**src/rtl/quaternion_to_euler_xyz_defines.svh**
```systemverilog
// ----------------------------------------------------------------------------
// Assertion macros for the quaternion to Euler angle block
// Concurrent checks on clock, disabled while reset is high; empty in synthesis.
// ----------------------------------------------------------------------------
`ifndef QUATERNION_TO_EULER_XYZ_DEFINES_SVH
`define QUATERNION_TO_EULER_XYZ_DEFINES_SVH
`ifndef SYNTHESIS
`define Q2E_ASSERT(label, prop, msg) \
   label: assert property (@(posedge clock) disable iff (reset) prop) else $error(msg);
`define Q2E_ASSERT_NEXT(label, ante, cons, msg) \
   label: assert property (@(posedge clock) disable iff (reset) (ante) |=> (cons)) \
      else $error(msg);
`else
`define Q2E_ASSERT(label, prop, msg)
`define Q2E_ASSERT_NEXT(label, ante, cons, msg)
`endif
`endif

```
**src/rtl/q2e_pkg.sv**
```systemverilog
// ----------------------------------------------------------------------------
// q2e_pkg
// Widths, constants, arctangent table and cell types of the quaternion to
// Euler angle pipeline.
// ----------------------------------------------------------------------------
package q2e_pkg;

   localparam int CORDIC_STAGES_DEF = 16;

   // vector lanes and angle accumulator
   localparam int VEC_W = 36;
   localparam int ANG_W = 35;

   // square root datapath: radicand up to 2^60, one result bit per cell
   localparam int SQRT_CELLS = 31;
   localparam int RAD_W      = 62;

   localparam int PITCH_W = 15;
   localparam int ANGLE_W = 16;

   localparam logic signed [VEC_W-1:0]   ONE_Q30     = VEC_W'(64'sd1073741824);
   localparam logic signed [ANG_W-1:0]   PI_Q30      = ANG_W'(64'sd3373259426);
   localparam logic signed [ANGLE_W-1:0] HALF_PI_Q13 = 16'sd12868;
   localparam logic signed [ANGLE_W-1:0] PI_Q13      = 16'sd25736;

   typedef struct packed {
      logic signed [VEC_W-1:0] s;
      logic signed [VEC_W-1:0] yaw_y;
      logic signed [VEC_W-1:0] yaw_x;
      logic signed [VEC_W-1:0] roll_y;
      logic signed [VEC_W-1:0] roll_x;
      logic                    clamp;
   } side_type;

   typedef struct packed {
      logic             valid;
      logic [RAD_W-1:0] rem;
      logic [RAD_W-1:0] res;
      side_type         side;
   } sqrt_cell_type;

   typedef struct packed {
      logic signed [VEC_W-1:0] x;
      logic signed [VEC_W-1:0] y;
      logic signed [ANG_W-1:0] z;
   } cordic_vec_type;

   typedef struct packed {
      logic       valid;
      logic       clamp;
      logic       spos;
      logic [2:0] zero;
   } flag_type;

   // atan(2^-i) in Q.30, rounded
   function automatic logic signed [ANG_W-1:0] atan_q30(input logic [4:0] i);
      logic signed [ANG_W-1:0] a;
      unique case (i)
         5'd0:  a = 35'sd843314857;
         5'd1:  a = 35'sd497837829;
         5'd2:  a = 35'sd263043837;
         5'd3:  a = 35'sd133525159;
         5'd4:  a = 35'sd67021687;
         5'd5:  a = 35'sd33543516;
         5'd6:  a = 35'sd16775851;
         5'd7:  a = 35'sd8388437;
         5'd8:  a = 35'sd4194283;
         5'd9:  a = 35'sd2097149;
         5'd10: a = 35'sd1048576;
         5'd11: a = 35'sd524288;
         5'd12: a = 35'sd262144;
         5'd13: a = 35'sd131072;
         5'd14: a = 35'sd65536;
         5'd15: a = 35'sd32768;
         5'd16: a = 35'sd16384;
         5'd17: a = 35'sd8192;
         5'd18: a = 35'sd4096;
         5'd19: a = 35'sd2048;
         5'd20: a = 35'sd1024;
         5'd21: a = 35'sd512;
         5'd22: a = 35'sd256;
         5'd23: a = 35'sd128;
         5'd24: a = 35'sd64;
         5'd25: a = 35'sd32;
         5'd26: a = 35'sd16;
         5'd27: a = 35'sd8;
         5'd28: a = 35'sd4;
         5'd29: a = 35'sd2;
         5'd30: a = 35'sd1;
         5'd31: a = 35'sd0;
      endcase
      return a;
   endfunction

endpackage

```
**src/rtl/q2e_sqrt_cell.sv**
```systemverilog
// ----------------------------------------------------------------------------
// q2e_sqrt_cell
// One digit step of the integer square root; passes the remainder, the
// partial root and the other operands of the request to the next cell.
// ----------------------------------------------------------------------------
module q2e_sqrt_cell import q2e_pkg::*; #(
   parameter int DIGIT = 0
) (
   input  logic          clock,
   input  logic          reset,
   input  logic          en,
   input  sqrt_cell_type prev_cell,
   output sqrt_cell_type next_cell
);

   localparam logic [RAD_W-1:0] BIT = RAD_W'(1) << (2 * (SQRT_CELLS - 1 - DIGIT));

   sqrt_cell_type cell_ff, cell_in;
   logic [RAD_W-1:0] trial;

   // compare against root plus digit, subtract and shift
   always_comb begin
      cell_in = prev_cell;
      trial   = prev_cell.res + BIT;
      if (prev_cell.rem >= trial) begin
         cell_in.rem = prev_cell.rem - trial;
         cell_in.res = (prev_cell.res >> 1) + BIT;
      end else begin
         cell_in.res = prev_cell.res >> 1;
      end
   end

   // advance; reset clears only the valid bit
   always_ff @(posedge clock) begin
      if (en) begin
         cell_ff <= cell_in;
      end
      if (reset) begin
         cell_ff.valid <= 1'b0;
      end
   end

   assign next_cell = cell_ff;

endmodule

```
**config.mk**
```make
export PLATFORM = sky130hd
export DESIGN_NAME = q2e_sqrt_cell
export DESIGN_NICKNAME = d
export VERILOG_FILES = /design/src/rtl/quaternion_to_euler_xyz_defines.svh /design/src/rtl/q2e_pkg.sv /design/src/rtl/q2e_sqrt_cell.sv
export SDC_FILE = /design/constraint.sdc
export NUM_CORES = 1
export LEC_CHECK = 0
export BUFFER_PORTS_ARGS = -buffer_cell sky130_fd_sc_hd__buf_2
export CORE_AREA = 4 4 239 241
export DETAILED_ROUTE_END_ITERATION = 10
export DIE_AREA = 0 0 243 245
export MAX_ROUTING_LAYER = met4
export PLACE_DENSITY_LB_ADDON = 0.2
export SLEW_MARGIN = 20
export SYNTH_ARGS = -nofsm -noshare
export SYNTH_HDL_FRONTEND = slang
export SYNTH_SLANG_ARGS = --single-unit
```
**constraint.sdc**
```tcl
create_clock -name clock -period 5.2 [get_ports clock]
set_input_delay 0.26 -clock clock [delete_from_list [all_inputs] [get_ports clock]]
set_output_delay 0.26 -clock clock [all_outputs]
set_load 0.02 [all_outputs]
```
## After elaboration in Yosys (flattened, before gate mapping)

Index checks and enable logic that the tools add are counted.

| cells by class | value |
|---|---|
| add/sub/neg operators | 3 |
| multipliers | 0 |
| divide/modulo/power cells | 0 |
| order comparisons | 1 |
| eq/ne operators | 0 |
| shifts and indexed selects | 0 |
| multiplexer cells | 2 |
| bitwise logic cells | 0 |
| reductions and logical operators | 0 |

Operators with widths:

| cell | count |
|---|---|
| adder 61 x 61 -> 62 bit (second input constant) | 1 |
| adder 62 x 61 -> 62 bit (second input constant) | 1 |
| greater-or-equal comparator 62 bit | 1 |
| two-way mux 62 bit | 1 |
| subtractor 62 bit | 1 |
| two-way mux 61 bit | 1 |

| word-level totals | value |
|---|---|
| flip-flop bits (word level) | 306 |
| latch bits | 0 |
| memory bits (writable) | 0 |
| bits in read-only memories | 0 |
| input port bits | 309 |
| output and inout port bits | 306 |
| memories | 0 |

## Logic depth before layout (Yosys ltp)

Gate-level depths: netlist of the first run.

| depth | value |
|---|---|
| depth in word-level cells | 3 |
| mapped depth | 15 |
| depth with buffers taken out | 13 |

## Worst setup path after synthesis of the first run

OpenSTA, ideal clock, no wires.

| timing | value |
|---|---|
| kind | input -> register |
| from | in prev_cell[243] (netlist bit) |
| to | reg cell_ff (netlist bit next_cell[297]) (data pin) |
| data arrival time | 2.781 ns |
| data required time | 4.944 ns |
| path slack | 2.163 ns |
| cell stages on the path | 14 |
| buffers on the path | 2 |
| cells stage by stage | inv_1 ha_1 fa_1 nand2b_1 a211o_1 and2_1 o21ai_1 a211oi_2 o21a_2 o22ai_2 a211oi_4 buf_6 buf_6 a22o_1 |

RTL lines:

| item | line | text |
|---|---|---|
| from (decl) | q2e_sqrt_cell.sv:12 | `input sqrt_cell_type prev_cell,` |
| to (signal assigned) | q2e_sqrt_cell.sv:36 | `cell_ff <= cell_in;` |
| to (decl) | q2e_sqrt_cell.sv:18 | `sqrt_cell_type cell_ff, cell_in;` |

==> results of run 1 <==
==> per-layer routing <==
metal	routed length [µm]	vias up	track usage
met3	4160	86	0.0529
li1	-	5825	-
met4	1380	0	0.0509
met5	0	-	-
met2	29500	480	0.333
met1	20700	5854	0.196
==> cell families (layout without fill, tap and decap cells) <==
group / after synthesis / in the layout / synth area share
buffers and inverters: 130 / 1059 / 0.0406
xor gates and xnor gates: 57 / 57 / 0.0358
muxes: 4 / 4 / 0.00305
AOI/OAI and AO/OA: 292 / 292 / 0.128
and+or+nand+nor: 232 / 232 / 0.0770
DFF: 306 / 306 / 0.658
other: 0 / 12 / 0
adders and majority gates: 63 / 63 / 0.0571
==> layout make-up <==
cell class / instances / area (µm²) / share of cell area
Antenna cell: 12 / 30.0 / 0.00137
Multi-Input combinational cell: 648 / 4200 / 0.192
Clock inverter: 20 / 245 / 0.0112
Timing Repair Buffer: 903 / 5970 / 0.273
Clock buffer: 50 / 1020 / 0.0466
Sequential cell: 306 / 9180 / 0.420
Tap cell: 704 / 881 / 0.0403
Inverter: 86 / 323 / 0.0148
==> critical path: stages <==
cell and delay (ps):
dlygate4sd3_1 620, buf_2 160, inv_1 40, ha_1 390
a21o_1 210, a221oi_1 360, o21ai_1 220, a211oi_2 490
o21a_2 310, o22ai_2 150, a211oi_4 260, buf_4 310
buf_4 490, o21ai_0 200
==> Yosys cell counts (5+ instances only) <==
library cell  number
edfxtp_1         305
nand2_1          106
a21oi_1           86
inv_1             86
o21ai_0           73
ha_1              62
nor2_1            38
xnor2_1           37
nand4_1           28
clkbuf_1          27
o21bai_1          27
a21o_1            25
o21ai_1           22
xor2_1            20
nand3_1           12
a31oi_1           10
buf_6              9
nor3_1             9
and2_1             8
and3_1             8
buf_2              8
o21a_1             7
nand2b_1           6
a21boi_0           5
nor4_1             5
o31ai_1            5
==> through the flow <==
stage | total power, µW | instances | instance area (µm²) | util | setup slack [ps]
6_report | 7380 | 2729 | 21800 | 0.398 | 940
5_1_grt | 7740 | 2727 | 21800 | 0.398 | 634
4_1_cts | 7500 | 2717 | 21800 | 0.398 | 922
3_5_place_dp | 4540 | 2365 | 17700 | 0.323 | 917
3_3_place_gp | 4540 | 2365 | 17700 | 0.323 | 730
2_1_floorplan | 3930 | 1084 | 13900 | - | 2160
==> path summary, 6_finish.rpt <==
path	start	end	cells past startpoint
setup / recovery	prev_cell[188]	next_cell[262]	14
hold / removal	prev_cell[251]	next_cell[251]	3
setup reg to reg	next_cell[305]	next_cell[305]	3
hold reg to reg	next_cell[305]	next_cell[305]	3
==> power by group <==
group / total (µW) / leakage (µW) / internal [µW] / switching [µW]
combinational: 1610 / 0.00585 / 620 / 990
clock: 2710 / 0.000611 / 1640 / 1080
sequential: 3060 / 0.00299 / 3000 / 60.4
==> repair_timing <==
action | 4_1_cts | 5_1_grt
gates resized for setup | 0 | 0
hold endpoints to repair | 281 | 0
hold buffers | 282 | 0
==> results.txt, run 1 <==
Clock slew at reported path FFs: 60 ps
TritonRoute pass-1 iters: 5
Crit path max fanout: 56
Commonest non-fill, non-tap cell in the layout: buf_2
P&R area growth vs syn: 56.7%
CTS H-Tree Depth: 2
Worst vdd ir: 0.188 mV
Maximum root-to-sink buffer count: 3
IO Pins: 615
Fill count: 5356
Gate Count Post-Synth: 1084
CP startpoint kind: input pin
Synthesized cell area: 13900 µm²
CTS root buf: clkbuf_16
Final Hold Fails: 0
Initial antenna violation count: 16
Post-synth cell types: 59
Yosys warning count: 0
Nets: 2356
Die height: 245 µm
RSZ-0062 raised after global routing: false
Syn Area/Cell: 12.9 µm²
Vias in the first global route: 12900
Outcome: completed
Setup CP Type: input pin to flop
Largest net degree at the start of global routing: 129
Core area: 54900 µm²
Post-CTS Setup Bufs: 0
Slew @ Worst Pin: 916 ps
Most frequent cells in the layout: 613 x buf_2, 305 x edfxtp_1, 282 x dlygate4sd3_1
Wire length per cell: 20.4 µm
CTS tree: built
WL final: 55.7 mm
Final antenna-violating net count: 0
Post-synthesis net count: 1456
Clk_lat worst skew: 540 ps
CTS sink count: 306
DRT iter0 DRCs: 563
Hold WS: 33.4 ps
Max Cap Violations: 0
Vias after detailed routing: 12200
Final Max Tran Viols: 0
Fin crit share: 0.819
EDFF count, synth: 305
Capturing element type of the critical path: flop
FFs w/ async S/R, synth: 0
CTS Buf Count: 39
Largest register FFs: 306
First-pass GRT wire length: 80.9 mm
Register area share after synthesis: 0.658
GRT Overall Usage: 0.183
Row cnt: 86
IO Port Bufs: 614
Initial core utilization: 0.254
Share of layout cells above drive strength 1: 0.339
Slew margin rel.: 0.390
Ys flop type: edfxtp_1
Cell Pwr Density: 338 nW/µm²
Worst Skew: 0 ps
DRC: 0
Final HPWL DP: 43.7 mm
Req. time, crit path: 5470 ps
Post-synth top area share: 0.657
Routability cong.: 0.836
P_leak: 0.00945 µW
Total congestion overflow: 0
Synthesized flop and latch total: 306
CP arrival: 4530 ps
Worst min path class: input pin to flop
Vias per cell: 4.49
Die W: 243 µm
Die area: 59500 µm²
Fmax: 235 MHz
Setup TNS: 0 ps
Final min period: 4260 ps
R2R Setup Slk: 4070 ps
Area contributors post-synth: edfxtp_1 66%, ha_1 5.6%, a21oi_1 3.1%, nand2_1 2.9%, o21ai_0 2.6%
Area leader, netlist: edfxtp_1
Final setup violation count: 0
No activity file was read; power rests on OpenSTA's default activity.
==> run 2, diff against run 1 <==
Settings changed: CORE_AREA 4 4 239 241 to 4 4 240 242, DIE_AREA 0 0 243 245 to 0 0 244 246.
Clock period 5.2 ns to 3.7 ns, I/O delays scaled along.
==> results.txt, run 2 (synthesis results as in run 1) <==
Seq. cell area: 9180 µm² (unchanged)
CP arrival: 3780 ps (was 4530 ps)
CTS tree: built (unchanged)
Total congestion overflow: 0 (unchanged)
Worst R2R Path Depth: 3 (unchanged)
Nets: 2417 (was 2356)
Worst Skew: 0 ps (unchanged)
P_leak: 0.00973 µW (was 0.00945 µW)
Wire length per cell: 20.1 µm (was 20.4 µm)
Vias after detailed routing: 12400 (was 12200)
Hold path start: prev_cell[182] (was prev_cell[251])
Multi-input combinational cell area: 4230 µm² (was 4200 µm²)
Die W: 244 µm (was 243 µm)
Commonest non-fill, non-tap cell in the layout: buf_2 (unchanged)
First-pass GRT wire length: 82.6 mm (was 80.9 mm)
Largest register FFs: 306 (unchanged)
Worst hold stages: 3 (unchanged)
CP peak stage delay: 580 ps (was 620 ps)
Clk_lat worst skew: 560 ps (was 540 ps)
Setup CP Type: input pin to flop (unchanged)
# placed instances: 2446 (was 2365)
Post-place setup slack: -168 ps (was 917 ps)
Hold path endpoint: next_cell[244] (was next_cell[251])
Setup ws final: 233 ps (was 940 ps)
Final Max Tran Viols: 0 (unchanged)
R2R Setup Slk: 2520 ps (was 4070 ps)
Routability cong.: 0.859 (was 0.836)
Final cell count without fillers: 2839 (was 2729)
Initial core utilization: 0.253 (was 0.254)
FF-to-FF End: next_cell[305] (unchanged)
Clock slew at reported path FFs: 60 ps (about the same)
Final HPWL DP: 44.4 mm (was 43.7 mm)
Req. time, crit path: 4010 ps (was 5470 ps)
Worst min path class: input pin to flop (unchanged)
Fmax: 288 MHz
Vias per cell: 4.35 (was 4.49)
Setup crit start: prev_cell[243] (was prev_cell[188])
DRC: 0 (unchanged)
P&R area growth vs syn: 61.1% (was 56.7%)
Largest net degree at the start of global routing: 98 (was 129)
GRT Overall Usage: 0.187 (was 0.183)
CTS Buf Count: 39 (unchanged)
CTS root buf: clkbuf_16 (unchanged)
Slew margin rel.: 0.453 (was 0.390)
Most frequent cells in the layout: 613 x buf_2, 306 x dlygate4sd3_1, 305 x edfxtp_1 (was 613 x buf_2, 305 x edfxtp_1, 282 x dlygate4sd3_1)
Final setup violation count: 0 (unchanged)
Final Hold Fails: 0 (unchanged)
Cell mode on critical path: o21ai_1 (was buf_4)
Slew @ Worst Pin: 821 ps (was 916 ps)
CTS sink count: 306 (unchanged)
Final antenna-violating net count: 0 (unchanged)
Vias in the first global route: 13300 (was 12900)
Maximum root-to-sink buffer count: 3 (unchanged)
IO Pins: 615 (unchanged)
Cell Pwr Density: 458 nW/µm² (was 338 nW/µm²)
Fill count: 5407 (was 5356)
Final min period: 3470 ps
CP startpoint kind: input pin (unchanged)
Util after Layout: 0.408 (was 0.398)
Share of layout cells above drive strength 1: 0.351 (was 0.339)
Buffers plus inverters on the worst setup path: 4 (was 5)
Max Cap Violations: 0 (unchanged)
Crit path max fanout: 3 (was 56)
WL final: 57.0 mm (was 55.7 mm)
Critical-path cell list: dlygate4sd3_1 > buf_2 > inv_1 > ha_1 > nor2b_1 > o31ai_1 > a31oi_1 > a21oi_1 > a2111oi_1 > buf_4 > o21a_1 > o21ai_1 > o21ai_0 > xnor2_1 > o21ai_1 (was dlygate4sd3_1 > buf_2 > inv_1 > ha_1 > a21o_1 > a221oi_1 > o21ai_1 > a211oi_2 > o21a_2 > o22ai_2 > a211oi_4 > buf_4 > buf_4 > o21ai_0)
CP max-delay cell: a2111oi_1 (was dlygate4sd3_1)
Die area: 60000 µm² (was 59500 µm²)
Family with the most delay on the worst path: compound AO/OA/AOI/OAI gates (unchanged)
Row cnt: 86 (unchanged)
Capturing element type of the critical path: flop (unchanged)
Outcome: completed (unchanged)
Worst vdd ir: 0.293 mV (was 0.188 mV)
Reg2reg start: next_cell[305] (unchanged)
Die height: 246 µm (was 245 µm)
Core area: 55100 µm² (was 54900 µm²)
CTS H-Tree Depth: 2 (unchanged)
DRT iter0 DRCs: 580 (was 563)
Initial antenna violation count: 23 (was 16)
RSZ-0062 raised after global routing: false (unchanged)
TritonRoute pass-1 iters: 5 (unchanged)
IO Port Bufs: 614 (unchanged)
Fin crit share: 0.937
-- run 2: power breakdown --
| part | switching [µW] | leakage [µW] | internal (µW) |
|---|---|---|---|
| logic | 1410 | 0.00615 | 940 |
| clock network | 1560 | 0.000588 | 2090 |
| registers | 86.8 | 0.00299 | 4210 |
| total | 3060 | 0.00973 | 7240 |
-- run 2: repair_timing --
action / in CTS / in global routing
setup buffers: 0 / 0
endpoints found under the setup margin: 0 / 20
hold buffers: 306 / 0
hold endpoints to repair: 305 / 0
gates resized for setup: 0 / 6
-- run 2: tightest hold or removal path: stages --
cell,delay (ps)
buf_2,140
fa_1,180
o21ai_1,70
-- run 2: area by class of cell --
type                    instances  area share
diodes                         18     0.00201
well taps                     748      0.0417
inverters                      86      0.0144
clock buffers                  42      0.0440
repair buffers                964       0.291
flip-flops and latches        306       0.409
clock inverters                27     0.00970
multi-input cells             648       0.188
-- run 2: worst max-delay path by stage --
stage / end / slack (ps) / depth (start not counted)
floorplan: next_cell[297] / 740 / 14
global placement: next_cell[297] / -130 / 15
detailed placement: next_cell[298] / -170 / 14
CTS: next_cell[302] / 20 / 16
global route: next_cell[300] / 20 / 15
finish: next_cell[298] / 230 / 15
-- run 2: metal layers --
| metal | share of wire | track usage | up-vias |
|---|---|---|---|
| li1 | - | - | 5955 |
| met1 | 0.37 | 0.196 | 5861 |
| met2 | 0.52 | 0.331 | 446 |
| met3 | 0.076 | 0.0562 | 101 |
| met4 | 0.034 | 0.0695 | 0 |
| met5 | 0 | - | - |
-- run 2: per-stage QoR --
stage          instance area (µm²)  setup TNS [ps]  hold slack (ps)  power (µW)
4_1_cts                      22400               0              147       10400
5_1_grt                      22500               0              160       10800
6_report                     22500               0              173       10300
3_3_place_gp                 18100            -535              351        6450
3_5_place_dp                 18100           -1020              352        6460
2_1_floorplan                13900               0              257        5530
==> run 3, diff against run 2 <==
Settings changed: CELL_PAD_IN_SITES_DETAIL_PLACEMENT set to 1, CELL_PAD_IN_SITES_GLOBAL_PLACEMENT set to 2, PLACE_DENSITY set to 0.83, PLACE_DENSITY_LB_ADDON 0.2 to unset, SKIP_CTS_REPAIR_TIMING set to 1.
==> results.txt, run 3 (synthesis results as in run 1) <==
Outcome: completed (unchanged)
Wire length per cell: 23.8 µm (was 20.1 µm)
DRT iter0 DRCs: 583 (was 580)
Crit path max fanout: 6 (was 3)
Share of layout cells above drive strength 1: 0.344 (was 0.351)
Post-place setup slack: 24.2 ps (was -168 ps)
P&R area growth vs syn: 59.9% (was 61.1%)
Initial antenna violation count: 32 (was 23)
Slew margin rel.: 0.514 (was 0.453)
P_leak: 0.00963 µW (was 0.00973 µW)
Final setup violation count: 0 (unchanged)
Max layer used: met4 (unchanged)
CP startpoint kind: input pin (unchanged)
Total congestion overflow: 0 (unchanged)
Worst vdd ir: 0.313 mV (was 0.293 mV)
Util after Layout: 0.405 (was 0.408)
Die W: 244 µm (unchanged)
Most frequent cells in the layout: 613 x buf_2, 305 x edfxtp_1, 304 x dlygate4sd3_1 (was 613 x buf_2, 306 x dlygate4sd3_1, 305 x edfxtp_1)
Fin crit share: 0.972 (was 0.937)
Worst Skew: 0 ps (unchanged)
# placed instances: 2432 (was 2446)
IO Pins: 615 (unchanged)
Row cnt: 86 (unchanged)
Maximum root-to-sink buffer count: 3 (unchanged)
Vias after detailed routing: 12800 (was 12400)
Critical-path cell list: dlygate4sd3_1 > buf_2 > inv_1 > ha_1 > nand2_1 > nor2_1 > and4_1 > a21oi_1 > buf_4 > a2111oi_0 > buf_4 > o21a_1 > o21ai_1 > o21ai_0 > xnor2_1 > o21ai_1 (was dlygate4sd3_1 > buf_2 > inv_1 > ha_1 > nor2b_1 > o31ai_1 > a31oi_1 > a21oi_1 > a2111oi_1 > buf_4 > o21a_1 > o21ai_1 > o21ai_0 > xnor2_1 > o21ai_1)
Final min period: 3600 ps (was 3470 ps)
Reg2reg start: next_cell[305] (unchanged)
IO Port Bufs: 614 (unchanged)
CP max-delay cell: dlygate4sd3_1 (was a2111oi_1)
Clk_lat worst skew: 560 ps (about the same)
Hold path start: prev_cell[270] (was prev_cell[182])
CTS tree: built (unchanged)
Commonest non-fill, non-tap cell in the layout: buf_2 (unchanged)
TritonRoute pass-1 iters: 5 (unchanged)
Buffers plus inverters on the worst setup path: 5 (was 4)
CTS sink count: 306 (unchanged)
Fill count: 6168 (was 5407)
DRC: 0 (unchanged)
Max Cap Violations: 0 (unchanged)
Multi-input combinational cell area: 4200 µm² (was 4230 µm²)
Nets: 2401 (was 2417)
Cell Pwr Density: 466 nW/µm² (was 458 nW/µm²)
WL final: 67.4 mm (was 57.0 mm)
Final Max Tran Viols: 0 (unchanged)
Metal2 WL: 35.9 mm (was 29.7 mm)
Seq. cell area: 9180 µm² (unchanged)
Setup crit start: prev_cell[193] (was prev_cell[243])
Vias per cell: 4.54 (was 4.35)
Worst min path class: input pin to flop (unchanged)
Vias in the first global route: 12200 (was 13300)
Setup CP Type: input pin to flop (unchanged)
Initial core utilization: 0.253 (unchanged)
Die area: 60000 µm² (unchanged)
Final Hold Fails: 0 (unchanged)
Total power: 10400 µW (was 10300 µW)
CTS H-Tree Depth: 2 (unchanged)
CP peak stage delay: 600 ps (was 580 ps)
Fmax: 278 MHz (was 288 MHz)
Core area: 55100 µm² (unchanged)
Final HPWL DP: 50.8 mm (was 44.4 mm)
Met1 Wirelength: 25.0 mm (was 21.0 mm)
CP arrival: 3890 ps (was 3780 ps)
Largest net degree at the start of global routing: 93 (was 98)
Final cell count without fillers: 2832 (was 2839)
CTS Buf Count: 39 (unchanged)
Met3 Wirelength: 4.25 mm (was 4.30 mm)
Family with the most delay on the worst path: compound AO/OA/AOI/OAI gates (unchanged)
Routability cong.: 0.939 (was 0.859)
Setup ws final: 105 ps (was 233 ps)
Die height: 246 µm (unchanged)
Final antenna-violating net count: 0 (unchanged)
Capturing element type of the critical path: flop (unchanged)
Largest register FFs: 306 (unchanged)
First-pass GRT wire length: 85.0 mm (was 82.6 mm)
Slew @ Worst Pin: 722 ps (was 821 ps)
Req. time, crit path: 3990 ps (was 4010 ps)
Clock slew at reported path FFs: 60 ps (about the same)
GRT Overall Usage: 0.198 (was 0.187)
CTS root buf: clkbuf_16 (unchanged)
==> run 3: power by group <==
part	internal (µW)	switching [µW]
combinational	918	1480
clock	2090	1580
sequential	4210	111
==> run 3: layout make-up <==
| type | instances | share of cell area |
|---|---|---|
| clock inverter | 23 | 0.00876 |
| clock buffer | 46 | 0.0450 |
| timing repair buffer | 948 | 0.287 |
| inverter | 86 | 0.0145 |
| antenna | 27 | 0.00303 |
| sequential | 306 | 0.412 |
| multi-input combinational | 648 | 0.188 |
| tap | 748 | 0.0420 |
==> run 3: path summary, 6_finish.rpt <==
kind,end,depth (start not counted),slack (ps)
min reg2reg,next_cell[305],3,1070
max reg2reg,next_cell[305],3,2520
max,next_cell[298],16,100
min,next_cell[270],3,8
==> run 3: worst min-delay path, stage by stage <==
cell,delay [ps]
buf_2,120
nand2_1,60
o21ai_0,80
==> run 3: stage by stage <==
| stage | hold WS [ps] | TNS [ps] | area, µm² |
|---|---|---|---|
| 5_1_grt | 23.8 | -44.0 | 22300 |
| 3_3_place_gp | 362 | 0 | 18000 |
| 6_report | 7.60 | 0 | 22300 |
| 4_1_cts | -249 | 0 | 19200 |
| 2_1_floorplan | 257 | 0 | 13900 |
| 3_5_place_dp | 364 | 0 | 18000 |
==> run 3: routing by layer <==
metal | track usage | up-vias
met5 | - | -
met4 | 0.0594 | 0
met3 | 0.0526 | 125
met2 | 0.362 | 470
met1 | 0.211 | 6320
li1 | - | 5930
